==> config.mk <==
export PLATFORM = sky130hd
export DESIGN_NAME = json_string_unescape
export DESIGN_NICKNAME = d
export VERILOG_FILES = /design/src/rtl/jsu_pkg.sv /design/src/rtl/jsu_front.sv /design/src/rtl/jsu_queue.sv /design/src/rtl/jsu_back.sv /design/src/rtl/json_string_unescape.sv
export SDC_FILE = /design/constraint.sdc
export NUM_CORES = 1
export LEC_CHECK = 0
export BUFFER_PORTS_ARGS = -buffer_cell sky130_fd_sc_hd__buf_2
export CORE_ASPECT_RATIO = 0.6
export CORE_UTILIZATION = 65
export DETAILED_ROUTE_END_ITERATION = 8
export PLACE_DENSITY = 0.83
export RECOVER_POWER = 50
export SYNTH_ARGS = -nofsm -noshare
export SYNTH_HDL_FRONTEND = slang
export SYNTH_SLANG_ARGS = --single-unit
==> constraint.sdc <==
create_clock -name clock -period 7 [get_ports clock]
set_input_delay 0 -clock clock [delete_from_list [all_inputs] [get_ports clock]]
set_output_delay 0 -clock clock [all_outputs]
set_load 0.02 [all_outputs]
==> src/rtl/jsu_pkg.sv <==
`timescale 1ns / 1ps
// ----------------------------------------------------------------------------
// JSON string unescape package
// Shared types, status codes and character tables for the front, queue and
// back of the string decoder.
// ----------------------------------------------------------------------------
package jsu_pkg;

   localparam logic [1:0] ST_DATA   = 2'd0;
   localparam logic [1:0] ST_CLOSED = 2'd1;
   localparam logic [1:0] ST_UNTERM = 2'd2;
   localparam logic [1:0] ST_NOOPEN = 2'd3;

   localparam logic [7:0] CH_NUL   = 8'h00;
   localparam logic [7:0] CH_QUOTE = 8'h22;
   localparam logic [7:0] CH_BSL   = 8'h5C;
   localparam logic [7:0] CH_U     = 8'h75;

   localparam logic [7:0]  UTF_LEAD2 = 8'hC0;
   localparam logic [7:0]  UTF_LEAD3 = 8'hE0;
   localparam logic [7:0]  UTF_CONT  = 8'h80;
   localparam logic [5:0]  UTF_MASK  = 6'h3F;
   localparam logic [15:0] UTF_LIM1  = 16'h0080;
   localparam logic [15:0] UTF_LIM2  = 16'h0800;

   // Result bytes caused by one text byte, status shared by all of them.
   typedef struct packed {
      logic [1:0] count;
      logic [7:0] b0;
      logic [7:0] b1;
      logic [7:0] b2;
      logic [1:0] status;
   } jsu_group_type;

   typedef struct packed {
      logic full;
      logic empty;
   } jsu_qstat_type;

   function automatic logic [3:0] hex_value(input logic [7:0] h);
      logic [3:0] v;
      v = 4'd0;
      if (h >= 8'h30 && h <= 8'h39) v = 4'(h - 8'h30);
      else if (h >= 8'h61 && h <= 8'h66) v = 4'(h - 8'h57);
      else if (h >= 8'h41 && h <= 8'h46) v = 4'(h - 8'h37);
      return v;
   endfunction

   function automatic logic [7:0] escape_map(input logic [7:0] b);
      logic [7:0] r;
      case (b)
         8'h62:   r = 8'h08;
         8'h66:   r = 8'h0C;
         8'h6E:   r = 8'h0A;
         8'h72:   r = 8'h0D;
         8'h74:   r = 8'h09;
         default: r = b;
      endcase
      return r;
   endfunction

endpackage

==> src/rtl/jsu_front.sv <==
`timescale 1ns / 1ps
// ----------------------------------------------------------------------------
// JSON string unescape front
// Accepts text bytes, tracks string/escape/hex mode and turns each byte
// into a group of zero to three result bytes for the queue.
// ----------------------------------------------------------------------------
module jsu_front
   import jsu_pkg::*;
(
   input  logic          clock,
   input  logic          reset,
   input  logic          accept,
   input  logic [7:0]    text_byte,
   output logic          push,
   output jsu_group_type group
);

   typedef enum logic [1:0] {
      MODE_IDLE,
      MODE_STR,
      MODE_ESC,
      MODE_HEX
   } mode_type;

   mode_type    mode_ff,  mode_in;
   logic [1:0]  hex_ff,   hex_in;
   logic [15:0] cp_ff,    cp_in;
   logic [15:0] cp_next;

   assign cp_next = {cp_ff[11:0], hex_value(text_byte)};

   always_comb begin
      mode_in      = mode_ff;
      hex_in       = hex_ff;
      cp_in        = cp_ff;
      group.count  = 2'd0;
      group.b0     = 8'h00;
      group.b1     = 8'h00;
      group.b2     = 8'h00;
      group.status = ST_DATA;
      unique case (mode_ff)
         MODE_IDLE: begin
            if (text_byte == CH_QUOTE) begin
               mode_in = MODE_STR;
            end else begin
               group.count  = 2'd1;
               group.status = ST_NOOPEN;
            end
         end
         MODE_STR: begin
            if (text_byte == CH_NUL) begin
               group.count  = 2'd1;
               group.status = ST_UNTERM;
               mode_in      = MODE_IDLE;
            end else if (text_byte == CH_QUOTE) begin
               group.count  = 2'd1;
               group.status = ST_CLOSED;
               mode_in      = MODE_IDLE;
            end else if (text_byte == CH_BSL) begin
               mode_in = MODE_ESC;
            end else begin
               group.count = 2'd1;
               group.b0    = text_byte;
            end
         end
         MODE_ESC: begin
            if (text_byte == CH_NUL) begin
               group.count  = 2'd1;
               group.status = ST_UNTERM;
               mode_in      = MODE_IDLE;
            end else if (text_byte == CH_U) begin
               hex_in  = 2'd0;
               cp_in   = 16'h0000;
               mode_in = MODE_HEX;
            end else begin
               group.count = 2'd1;
               group.b0    = escape_map(text_byte);
               mode_in     = MODE_STR;
            end
         end
         MODE_HEX: begin
            if (text_byte == CH_NUL) begin
               group.count  = 2'd1;
               group.status = ST_UNTERM;
               hex_in       = 2'd0;
               cp_in        = 16'h0000;
               mode_in      = MODE_IDLE;
            end else begin
               cp_in = cp_next;
               if (hex_ff != 2'd3) begin
                  hex_in = hex_ff + 2'd1;
               end else begin
                  hex_in  = 2'd0;
                  mode_in = MODE_STR;
                  // drop a zero code point
                  if (cp_next == 16'h0000) begin
                     group.count = 2'd0;
                  end else if (cp_next < UTF_LIM1) begin
                     group.count = 2'd1;
                     group.b0    = cp_next[7:0];
                  end else if (cp_next < UTF_LIM2) begin
                     group.count = 2'd2;
                     group.b0    = UTF_LEAD2 | {3'b000, cp_next[10:6]};
                     group.b1    = UTF_CONT | {2'b00, cp_next[5:0] & UTF_MASK};
                  end else begin
                     group.count = 2'd3;
                     group.b0    = UTF_LEAD3 | {4'h0, cp_next[15:12]};
                     group.b1    = UTF_CONT | {2'b00, cp_next[11:6] & UTF_MASK};
                     group.b2    = UTF_CONT | {2'b00, cp_next[5:0] & UTF_MASK};
                  end
               end
            end
         end
         default: mode_in = MODE_IDLE;
      endcase
   end

   assign push = accept && (group.count != 2'd0);

   always_ff @(posedge clock) begin
      if (reset) begin
         mode_ff <= MODE_IDLE;
         hex_ff  <= 2'd0;
         cp_ff   <= 16'h0000;
      end else if (accept) begin
         mode_ff <= mode_in;
         hex_ff  <= hex_in;
         cp_ff   <= cp_in;
      end
   end

endmodule

==> src/rtl/jsu_queue.sv <==
`timescale 1ns / 1ps
// ----------------------------------------------------------------------------
// JSON string unescape queue
// Short register queue of result groups between the front and the back.
// ----------------------------------------------------------------------------
module jsu_queue
   import jsu_pkg::*;
#(
   parameter int Depth = 4
)
(
   input  logic          clock,
   input  logic          reset,
   input  logic          push,
   input  jsu_group_type wr_group,
   input  logic          pop,
   output jsu_group_type rd_group,
   output jsu_qstat_type qstat
);

   localparam int PtrW = (Depth > 1) ? $clog2(Depth) : 1;
   localparam int CntW = $clog2(Depth + 1);

   jsu_group_type entry_ff [Depth];
   logic [PtrW-1:0] wr_ptr_ff;
   logic [PtrW-1:0] rd_ptr_ff;
   logic [CntW-1:0] count_ff;

   assign qstat.full  = (count_ff == CntW'(Depth));
   assign qstat.empty = (count_ff == '0);
   assign rd_group    = entry_ff[rd_ptr_ff];

   always_ff @(posedge clock) begin
      if (push) begin
         entry_ff[wr_ptr_ff] <= wr_group;
      end
   end

   always_ff @(posedge clock) begin
      if (reset) begin
         wr_ptr_ff <= '0;
         rd_ptr_ff <= '0;
         count_ff  <= '0;
      end else begin
         if (push) begin
            wr_ptr_ff <= (wr_ptr_ff == PtrW'(Depth - 1)) ? '0 : wr_ptr_ff + 1'b1;
         end
         if (pop) begin
            rd_ptr_ff <= (rd_ptr_ff == PtrW'(Depth - 1)) ? '0 : rd_ptr_ff + 1'b1;
         end
         if (push && !pop) begin
            count_ff <= count_ff + 1'b1;
         end else if (pop && !push) begin
            count_ff <= count_ff - 1'b1;
         end
      end
   end

endmodule

==> src/rtl/jsu_back.sv <==
`timescale 1ns / 1ps
// ----------------------------------------------------------------------------
// JSON string unescape back
// Pulls groups from the queue and sends their bytes out one item per cycle
// while rsp_stall is low, through a registered output stage.
// ----------------------------------------------------------------------------
module jsu_back
   import jsu_pkg::*;
(
   input  logic          clock,
   input  logic          reset,
   input  jsu_group_type head,
   input  jsu_qstat_type qstat,
   output logic          pop,
   output logic          rsp_valid,
   input  logic          rsp_stall,
   output logic [7:0]    rsp_out_byte,
   output logic [1:0]    rsp_status,
   output logic          rsp_run_last
);

   logic       valid_ff;
   logic [7:0] byte_ff;
   logic [1:0] status_ff;
   logic       last_ff;
   logic [1:0] rem_ff;
   logic [7:0] next1_ff;
   logic [7:0] next2_ff;
   logic       load;

   assign load = !valid_ff || !rsp_stall;
   assign pop  = load && (rem_ff == 2'd0) && !qstat.empty;

   always_ff @(posedge clock) begin
      if (reset) begin
         valid_ff <= 1'b0;
         rem_ff   <= 2'd0;
      end else if (load) begin
         if (rem_ff != 2'd0) begin
            // continue the current multi-byte group
            valid_ff <= 1'b1;
            byte_ff  <= next1_ff;
            last_ff  <= (rem_ff == 2'd1);
            next1_ff <= next2_ff;
            rem_ff   <= rem_ff - 2'd1;
         end else if (!qstat.empty) begin
            valid_ff  <= 1'b1;
            byte_ff   <= head.b0;
            status_ff <= head.status;
            last_ff   <= (head.count == 2'd1);
            next1_ff  <= head.b1;
            next2_ff  <= head.b2;
            rem_ff    <= head.count - 2'd1;
         end else begin
            valid_ff <= 1'b0;
         end
      end
   end

   assign rsp_valid    = valid_ff;
   assign rsp_out_byte = byte_ff;
   assign rsp_status   = status_ff;
   assign rsp_run_last = last_ff;

endmodule

==> src/rtl/json_string_unescape.sv <==
`timescale 1ns / 1ps
// ----------------------------------------------------------------------------
// JSON string unescape
// Streaming JSON string decoder: one text byte in per item, decoded string
// bytes and string status out, with \uXXXX expanded to UTF-8.
// ----------------------------------------------------------------------------
// Path: a result passes a queue entry register, then the output register.
// Throughput: one text byte per cycle unless req_stall; the output sends one
//   item per cycle unless rsp_stall, so a \u escape's two or three UTF-8 bytes
//   leave in turn; the queue between front and back absorbs the burst.
// Reset: synchronous, active high; clears mode, hex count, code point,
//   queue pointers and the output valid.
module json_string_unescape
   import jsu_pkg::*;
#(
   parameter int QUEUE_DEPTH = 4
)
(
   input  logic       clock,
   input  logic       reset,
   input  logic       req_valid,
   output logic       req_stall,
   input  logic [7:0] req_text_byte,
   output logic       rsp_valid,
   input  logic       rsp_stall,
   output logic [7:0] rsp_out_byte,
   output logic [1:0] rsp_status,
   output logic       rsp_run_last
);

   logic          accept;
   logic          push;
   logic          pop;
   jsu_group_type wr_group;
   jsu_group_type head;
   jsu_qstat_type qstat;

   assign req_stall = qstat.full;
   assign accept    = req_valid && !qstat.full;

   jsu_front u_front (
      .clock     (clock),
      .reset     (reset),
      .accept    (accept),
      .text_byte (req_text_byte),
      .push      (push),
      .group     (wr_group)
   );

   jsu_queue #(
      .Depth (QUEUE_DEPTH)
   ) u_queue (
      .clock    (clock),
      .reset    (reset),
      .push     (push),
      .wr_group (wr_group),
      .pop      (pop),
      .rd_group (head),
      .qstat    (qstat)
   );

   jsu_back u_back (
      .clock        (clock),
      .reset        (reset),
      .head         (head),
      .qstat        (qstat),
      .pop          (pop),
      .rsp_valid    (rsp_valid),
      .rsp_stall    (rsp_stall),
      .rsp_out_byte (rsp_out_byte),
      .rsp_status   (rsp_status),
      .rsp_run_last (rsp_run_last)
   );

   a_no_push_full: assert property (@(posedge clock) disable iff (reset)
      !(push && qstat.full))
      else $error("group pushed into a full queue");

   a_no_pop_empty: assert property (@(posedge clock) disable iff (reset)
      !(pop && qstat.empty))
      else $error("group popped from an empty queue");

   a_status_byte: assert property (@(posedge clock) disable iff (reset)
      (rsp_valid && rsp_status != ST_DATA) |-> (rsp_out_byte == 8'h00 && rsp_run_last))
      else $error("status item carries data or is not last");

   a_push_group: assert property (@(posedge clock) disable iff (reset)
      (push && wr_group.status != ST_DATA) |-> (wr_group.count == 2'd1))
      else $error("status group with more than one item");

endmodule

==> impl_metrics.yaml, run 1 <==
final_layout:
  multiInputGateArea_mm2: 0.00234
  area_growth_pct: 11.4
  drive_above_1_share: 0.187
  stdcell_count: 655
  fillers: 607
  nets: 537
  seq_area_mm2: 0.00443
  diodes: 0
synth:
  synth_common_cells: "edfxtp_1, nor2_1, dfxtp_1, mux4_2, a21oi_1"
  ys_seq_area_frac: 0.639
  synth_most_common_cell: "edfxtp_1"
  syn_area_mm2: 0.00694
  synth_top_area_frac: 0.558
  ys.warnings.count: 0
  synth.avg_cell_area_um2: 14.6
  syn-num-nets: 506
  ys_seq_elements: 157
  yosysTopAreaCell: "edfxtp_1"
  synth.area.top_cells: "edfxtp_1, mux4_2, dfxtp_1"
  synth_flop_cell: "edfxtp_1"
  synth_edf_count: 129
  ys_async_sr_fraction: 0
  synthCells: 476
  ys_types: 61
drt:
  wl_um: 15000
  dr.pass1.iters: 5
  drc: 0
  wire_per_inst_um: 22.8
  drt_iter0_drc: 602
  ant_nets: 0
  dr_total_vias: 4402
  vias_per_cell: 6.72
clocking:
  postCtsSetupBuffers: 0
  cts_sinks: 157
  clock_latency_ps: 420
  cts-root-buf: "clkbuf_16"
  cts_max_level: 4
  cts_buffer_depth: 2
  cts_tree: "done"
  clk_pin_slew_worst_paths_ps: 70
  cts_made_buffers: 17
timing:
  maxSlewViolCount: 41
  tightestPinTransition_ps: 1840
  fmax_ghz: 0.261
  fin_crit_sh: 0.547
  tns_ps: 0
  final-hold-violation-count: 0
  layout_min_cycle_time_ps: 3830
  finalSetupViolCount: 0
  max_slew_margin: -0.228
  rsz0062_at_grt: "no"
  skew_ps: 11.7
global_route:
  grt_overflow: 0
  antenna_found_initial: 0
  grt_max_degree: 31
  grt_pass1_vias: 4198
  grt_usage: 0.296
  grt_pass1_wl_um: 23200
die:
  dieArea_mm2: 0.0111
  die_w_um: 135
  die_h_um: 82.0
  core_area_mm2: 0.0101
  num_io_pins: 25
  row_count: 28
  start_util: 0.685
pwr:
  comb_power_share: 0.211
  sw_frac_of_total: 0.284
  switching_power_mw: 0.778
  power.density_mw_per_mm2: 354
  p_leak_nw: 2.59
  vdd_drop_max_mv: 0.399
  intPower_mw: 1.96
  p_clk_frac: 0.320
  power_frac_seq: 0.470
critical_path:
  crit_required_ps: 7340
  path_class: "reg -> reg"
  crit_path_end_kind: "flop"
  critPathLaunchType: "flop"
  worst_ep_arrival_time_ps: 4170
  path_max_fanout: 7
run:
  cap_violations: 2
run_status:
  status: "finished, violations left"
  violations: "max-capacitance violations, max-slew violations"
place:
  port_buffers: 24
  placed_cells: 622
  hpwl_um: 9650
  gp_congestion: 1.01
min_path:
  min_path_type: "in -> reg"
==> power groups by stage <==
stage,Clock [mW],Combinational [mW],Sequential (mW)
2_1_floorplan,0,0.437,1.28
3_3_place_gp,0,0.574,1.30
5_1_grt,0.917,0.630,1.31
4_1_cts,0.883,0.596,1.29
3_5_place_dp,0,0.584,1.31
6_report,0.875,0.577,1.29
==> critical path: stages (launching register included) <==
cell	delay (ps)
dfxtp_1	380
nor4_1	780
nor2_1	310
nand4b_1	250
o21ai_0	640
ha_1	310
inv_1	60
fa_1	370
xor2_1	180
or3_1	310
a21oi_1	160
==> cells in the final DEF, fill, tap and decap left out, types with 16 or more instances in the layout <==
cell	n
edfxtp_1	129
nor2_1	41
dfxtp_1	28
mux4_2	26
a21oi_1	21
o21ai_0	17
a22oi_1	17
ha_1	17
clkbuf_16	17
inv_1	16
clkbuf_1	16
==> metrics by stage <==
stage / setup WS [ps] / cell area, µm² / power (mW) / utilization / hold WS (ps)
final: 3170 / 7730 / 2.74 / 0.763 / 73.5
after global routing: 2950 / 7730 / 2.85 / 0.763 / 87.6
after CTS: 3710 / 7770 / 2.77 / 0.767 / 59.3
after detailed placement: 3730 / 7200 / 1.89 / 0.711 / 371
after global placement: 3850 / 7200 / 1.87 / 0.711 / 360
after floorplan: 4220 / 6940 / 1.71 / - / 180
==> final cells by class <==
cell class	instances	area share
Sequential cell	157	0.574
Multi-Input combinational cell	283	0.303
Clock buffer	17	0.0551
Tap cell	135	0.0219
Timing Repair Buffer	32	0.0204
Clock inverter	15	0.0175
Inverter	16	0.00777
==> metal layers <==
layer / up-vias / global-route usage / routed length (µm)
met3: 26 / 0.0877 / 1340
met1: 2220 / 0.422 / 6580
met2: 227 / 0.434 / 6790
met4: 0 / 0.112 / 238
li1: 1929 / - / -
met5: - / 0 / 0
==> state kept, by name, indices dropped and copies added (netlist names), named ones only <==
signal	count
u_back.rsp_run_last	1
u_back.next1_ff	7
u_back.rsp_out_byte	8
u_back.rsp_status	2
u_queue.rd_ptr_ff	2
u_front.cp_ff	12
u_back.rsp_valid	1
u_queue.entry_ff	104
u_front.mode_ff	2
u_front.hex_ff	2
u_queue.count_ff	3
u_back.rem_ff	2
u_queue.wr_ptr_ff	2
u_back.next2_ff	7
==> timing repair <==
action / in CTS / in global routing
hold buffers: 1 / 0
endpoints found under the hold margin: 2 / 0
gates resized for setup: 0 / 0
==> logic make-up (layout without fill, tap and decap cells) <==
group                    Yosys count  after routing  share of synthesized area
flip-flops                       157            157                      0.639
adder cells (fa/ha/maj)           18             18                     0.0335
AO/OA/AOI/OAI                     90             90                     0.0884
XOR/XNOR                           2              2                    0.00253
multiplexers                      45             45                      0.115
AND/OR/NAND/NOR                  128            128                     0.0997
buffers and inverters             36             80                     0.0220
==> worst paths after layout <==
kind	slack, ps	depth (start not counted)	endpoint	from
max	3170	10	u_queue.count_ff[2]$_SDFFE_PP0P_	u_front.cp_ff[5]$_SDFFE_PP0P_
min	70	2	u_front.hex_ff[1]$_SDFFE_PP0P_	reset
max reg2reg	3170	10	u_queue.count_ff[2]$_SDFFE_PP0P_	u_front.cp_ff[5]$_SDFFE_PP0P_
min reg2reg	500	2	u_front.hex_ff[0]$_SDFFE_PP0P_	u_front.hex_ff[0]$_SDFFE_PP0P_
Power figures use the tool's default switching activity.
==> run 2, diff against run 1 <==
- CORE_UTILIZATION: 65 -> 62
- PLACE_DENSITY: 0.83 -> 0.8
- clock period: 7 -> 3.9 ns (I/O delays scaled with it)
==> run 2 against run 1 <==
Net effect: the run ends with design-rule violations, max-capacitance violations, max-slew violations left; global-route usage down 2.1 points; clock power increased by 87%; fmax increased by 12%; sequential share of layout area fell by 0.58 points; cell count increased by 1.2%; clock skew shrank 4.1 ps; utilization down 3.6 points; worst setup slack worse by 2700 ps; power rose by 82%; worst hold slack worse by 7.8 ps; die area is 4.7% higher; sequential power increased by 81%; critical path type unchanged; critical endpoint unchanged; largest cell class unchanged; highest routed layer unchanged.
==> impl_metrics.yaml, run 2 (synthesized netlist as in run 1, its figures left out) <==
run_status:
  status: "finished, violations left"
  violations: "design-rule violations, max-capacitance violations, max-slew violations"
die:
  row_count: 29
  die_w_um: 139
  die_h_um: 83.9
  core_area_mm2: 0.0107
  dieArea_mm2: 0.0116
  num_io_pins: 25
  start_util: 0.646
final_layout:
  seq_area_mm2: 0.00443
  final_common_cell: "edfxtp_1"
  largest-register: "u_queue.entry_ff"
  nets: 541
  multiInputGateArea_mm2: 0.00235
  fillers: 707
  area_growth_pct: 12.5
  diodes: 0
  largest_register_ffs: 104
  final_area_mm2: 0.00780
  final_cell_mix: "edfxtp_1, nor2_1, dfxtp_1"
  drive_above_1_share: 0.193
drt:
  dr.pass1.iters: 7
  ant_nets: 0
  wire_per_inst_um: 22.0
  drt_iter0_drc: 508
  wl_um: 14600
  drc: 13
  vias_per_cell: 6.57
  dr_total_vias: 4354
clocking:
  cts_tree: "done"
  clk_pin_slew_worst_paths_ps: 60
  cts_sinks: 157
  cts_made_buffers: 17
  cts_resized: 0
  cts_max_level: 4
  clock_latency_ps: 420
  cts-root-buf: "clkbuf_16"
  cts_buffer_depth: 2
timing:
  tns_ps: 0
  layout_min_cycle_time_ps: 3420
  rsz0062_at_grt: "no"
  tightestPinTransition_ps: 1790
  maxSlewViolCount: 27
  fin_crit_sh: 0.877
  finalSetupViolCount: 0
  final-hold-violation-count: 0
  fin_ws_ps: 480
  skew_ps: 7.60
  max_slew_margin: -0.195
  fmax_ghz: 0.292
  hold_slack_ps: 65.7
critical_path:
  startpoint: "u_front.mode_ff[1]$_SDFFE_PP0P_"
  crit_buf_inv: 2
  path_class: "reg -> reg"
  crit_path_cell_trace: "inv_1 -> ha_1 -> o21ai_0 -> o211ai_1 -> nand4b_1 -> o21ai_2 -> ha_1 -> inv_1 -> fa_1 -> xor2_1 -> or3_1 -> a21oi_1"
  r2r-start: "u_front.mode_ff[1]$_SDFFE_PP0P_"
  path_max_fanout: 13
  crit_family: "adder cells"
  worst_ep_arrival_time_ps: 3770
  critPathLaunchType: "flop"
  crit_required_ps: 4250
  max_stage_delay_ps: 490
  slowest_stage: "ha_1"
  crit_path_end_kind: "flop"
place:
  place_area_mm2: 0.00723
  gp_congestion: 0.952
  pre_cts_ws_ps: 588
  hpwl_um: 9650
  port_buffers: 24
global_route:
  grt_max_degree: 31
  grt_overflow: 0
  grt_pass1_wl_um: 23300
  grt_pass1_vias: 4165
  grt_usage: 0.275
  antenna_found_initial: 0
pwr:
  power.density_mw_per_mm2: 640
  p_leak_nw: 2.64
  vdd_drop_max_mv: 0.367
min_path:
  min-delay-start: "reset"
  min_path_type: "in -> reg"
run:
  cap_violations: 1
-- run 2: cell count changes in the layout (fill, tap and decap cells not counted), sizes merged --
cell,delta
clkbuf,+9
inv,-1
clkinvlp,-5
bufinv,-1
buf,+2
-- run 2: path summary, 6_finish.rpt --
check	to	cells past startpoint	slack (ps)
setup / recovery	u_queue.count_ff[2]$_SDFFE_PP0P_	12	480
hold / removal	u_queue.count_ff[0]$_SDFFE_PP0P_	2	70
setup reg to reg	u_queue.count_ff[2]$_SDFFE_PP0P_	12	480
hold reg to reg	u_front.hex_ff[0]$_SDFFE_PP0P_	2	490
-- run 2: final cells by class --
class / instances / share of cell area
sequential: 157 / 0.568
multi-input combinational: 283 / 0.301
clock buffer: 24 / 0.0701
timing repair buffer: 36 / 0.0231
tap: 139 / 0.0223
clock inverter: 8 / 0.00786
inverter: 16 / 0.00769
-- run 2: per-layer routing --
metal  global-route usage  vias up  wire, µm
met5               0.0175        -         0
met4                0.109        0       306
met3               0.0591       35       998
met2                0.415      189      6670
met1                0.394     2189      6610
li1                     -     1941         -
-- run 2: power by group --
part	leakage, nW	switching [mW]	internal, mW	total [mW]
Clock	0.305	0.650	0.994	1.64
Combinational	0.908	0.516	0.500	1.02
Sequential	1.43	0.192	2.14	2.33
Total	2.64	1.36	3.64	4.99
-- run 2: what timing repair did --
action,4_1_cts,5_1_grt
hold buffers,1,0
endpoints found under the hold margin,2,0
setup buffers,0,0
-- run 2: metrics by stage --
step,power [mW],std cells,util
2_1_floorplan,3.08,476,-
3_3_place_gp,3.35,630,0.673
3_5_place_dp,3.40,630,0.673
4_1_cts,5.05,663,0.731
5_1_grt,5.19,663,0.727
6_report,4.99,663,0.727
==> run 3, diff against run 2 <==
- HOLD_SLACK_MARGIN: unset -> 0.1
- clock period: 3.9 -> 3.2 ns (I/O delays scaled with it)
==> run 3 against run 2 <==
Net effect: the run ends with design-rule violations left; combinational power increased by 35%; clock skew increased by 3.8 ps; wire length increased by 7.5%; register-to-register slack got worse by 250 ps; critical path type unchanged; design area increased by 1.3%; worst setup slack got worse by 250 ps; critical endpoint unchanged; largest cell class unchanged; cell count increased by 2.3%.
==> impl_metrics.yaml, run 3 (synthesized netlist as in run 1, its figures left out) <==
critical_path:
  slowest_stage: "dfxtp_1"
  rr_endpoint: "u_queue.count_ff[2]$_SDFFE_PP0P_"
  startpoint: "u_front.cp_ff[11]$_SDFFE_PP0P_"
  ff2ff_path_depth: 12
  path_max_fanout: 4
  max_stage_delay_ps: 460
  crit_path_end_kind: "flop"
  path_class: "reg -> reg"
  critPathLaunchType: "flop"
  endpoint: "u_queue.count_ff[2]$_SDFFE_PP0P_"
  r2r-start: "u_front.cp_ff[11]$_SDFFE_PP0P_"
  crit_required_ps: 3550
  crit_path_cell_trace: "or4_1 -> clkbuf_1 -> or2_2 -> nor2_1 -> nand4b_1 -> o21ai_4 -> ha_1 -> inv_1 -> fa_1 -> xor2_1 -> or3_1 -> a21oi_1"
  worst_ep_arrival_time_ps: 3320
  rrSetupSlack_ps: 230
clocking:
  cts-root-buf: "clkbuf_16"
  cts_tree: "done"
  clock_latency_ps: 420
  clk_pin_slew_worst_paths_ps: 70
  cts_made_buffers: 17
  cts_max_level: 4
  cts_buffer_depth: 2
  cts_sinks: 157
drt:
  ant_nets: 0
  met3_length_um: 1400
  wl_met2_um: 7320
  dr_total_vias: 4481
  vias_per_cell: 6.61
  drt_iter0_drc: 487
  wl_met1_um: 6680
  highest_layer: "met4"
  drc: 12
  wire_per_inst_um: 23.1
  dr.pass1.iters: 7
  wl_um: 15700
run:
  cap_violations: 0
die:
  start_util: 0.646
  dieArea_mm2: 0.0116
  core_area_mm2: 0.0107
  die_w_um: 139
  num_io_pins: 25
  row_count: 29
  die_h_um: 83.9
timing:
  finalSetupViolCount: 0
  fmax_ghz: 0.337
  tns_ps: 0
  fin_crit_sh: 0.928
  skew_ps: 11.4
  rsz0062_at_grt: "no"
  maxSlewViolCount: 0
  final-hold-violation-count: 0
  max_slew_margin: 0.267
  layout_min_cycle_time_ps: 2970
  tightestPinTransition_ps: 1100
final_layout:
  nets: 556
  final_cell_mix: "edfxtp_1, nor2_1, mux4_2, dfxtp_1, clkbuf_1"
  largest-register: "u_queue.entry_ff"
  fin_util: 0.736
  diodes: 0
  largest_register_ffs: 104
  multiInputGateArea_mm2: 0.00236
  area_growth_pct: 14.0
  final_area_mm2: 0.00791
  seq_area_mm2: 0.00444
  drive_above_1_share: 0.210
  stdcell_count: 678
  final_common_cell: "edfxtp_1"
  fillers: 634
pwr:
  power.density_mw_per_mm2: 771
  intPower_mw: 4.41
  p_clk_frac: 0.328
  comb_power_share: 0.226
  p_total_mw: 6.10
  power_frac_seq: 0.446
  vdd_drop_max_mv: 0.459
  p_leak_nw: 2.69
  sw_frac_of_total: 0.277
  switching_power_mw: 1.69
global_route:
  grt_pass1_wl_um: 24400
  grt_max_degree: 31
  grt_pass1_vias: 4292
  grt_overflow: 0
  grt_usage: 0.291
  antenna_found_initial: 0
place:
  hpwl_um: 10200
  gp_congestion: 0.911
  place_area_mm2: 0.00733
  port_buffers: 24
  placed_cells: 643
run_status:
  status: "finished, violations left"
  violations: "design-rule violations"
min_path:
  holdPathStages: 5
  min_path_type: "in -> reg"
==> run 3: area by class of cell <==
| type | instances | area share |
|---|---|---|
| inverter | 16 | 0.00759 |
| sequential | 157 | 0.561 |
| tap | 139 | 0.0220 |
| timing repair buffer | 51 | 0.0346 |
| multi-input combinational | 283 | 0.299 |
| clock inverter | 9 | 0.00838 |
| clock buffer | 23 | 0.0679 |
==> run 3: power by group through the flow <==
stage	registers, mW	logic [mW]	clock network [mW]
2_1_floorplan	2.80	0.955	0
3_3_place_gp	2.73	1.37	0
3_5_place_dp	2.76	1.41	0
4_1_cts	2.72	1.44	2.02
5_1_grt	2.75	1.49	2.09
6_report	2.72	1.38	2.00
==> run 3: how the worst min path moves through the flow <==
stage | start | endpoint
3_3_place_gp | rsp_stall | u_back.rsp_valid$_SDFFE_PP0N_
4_1_cts | req_valid | u_front.mode_ff[1]$_SDFFE_PP0P_
2_1_floorplan | reset | u_queue.wr_ptr_ff[1]$_SDFFE_PP0P_
6_report | req_valid | u_front.mode_ff[0]$_SDFFE_PP0P_
3_5_place_dp | rsp_stall | u_back.rsp_valid$_SDFFE_PP0N_
5_1_grt | req_text_byte[1] | u_queue.entry_ff[0][19]$_DFFE_PP_
==> run 3: per-stage QoR <==
stage	setup slack, ps	hold WS [ps]
global route	20.2	220
floorplan	420	180
CTS	81.6	174
detailed placement	66.9	371
finish	229	192
global placement	189	354
==> run 3: worst max-delay path, delay by kind of cell (launching register included) <==
family          cells  cell delay [ps]
compound gates      2              390
xor+xnor            1              170
fa+ha+maj           2              570
buf+inv             2              280
flops               1              460
simple gates        5             1030
==> run 3: routing by layer <==
metal	vias to the layer above	GRT usage
met3	35	0.0803
li1	1976	-
met4	0	0.100
met2	254	0.453
met1	2216	0.397
met5	-	0
==> run 3: timing repair <==
item | 4_1_cts | 5_1_grt
resized for setup | 0 | 5
hold buffers | 2 | 0
setup endpoints to repair | 0 | 2
setup buffers | 0 | 1
endpoints found under the hold margin | 21 | 0
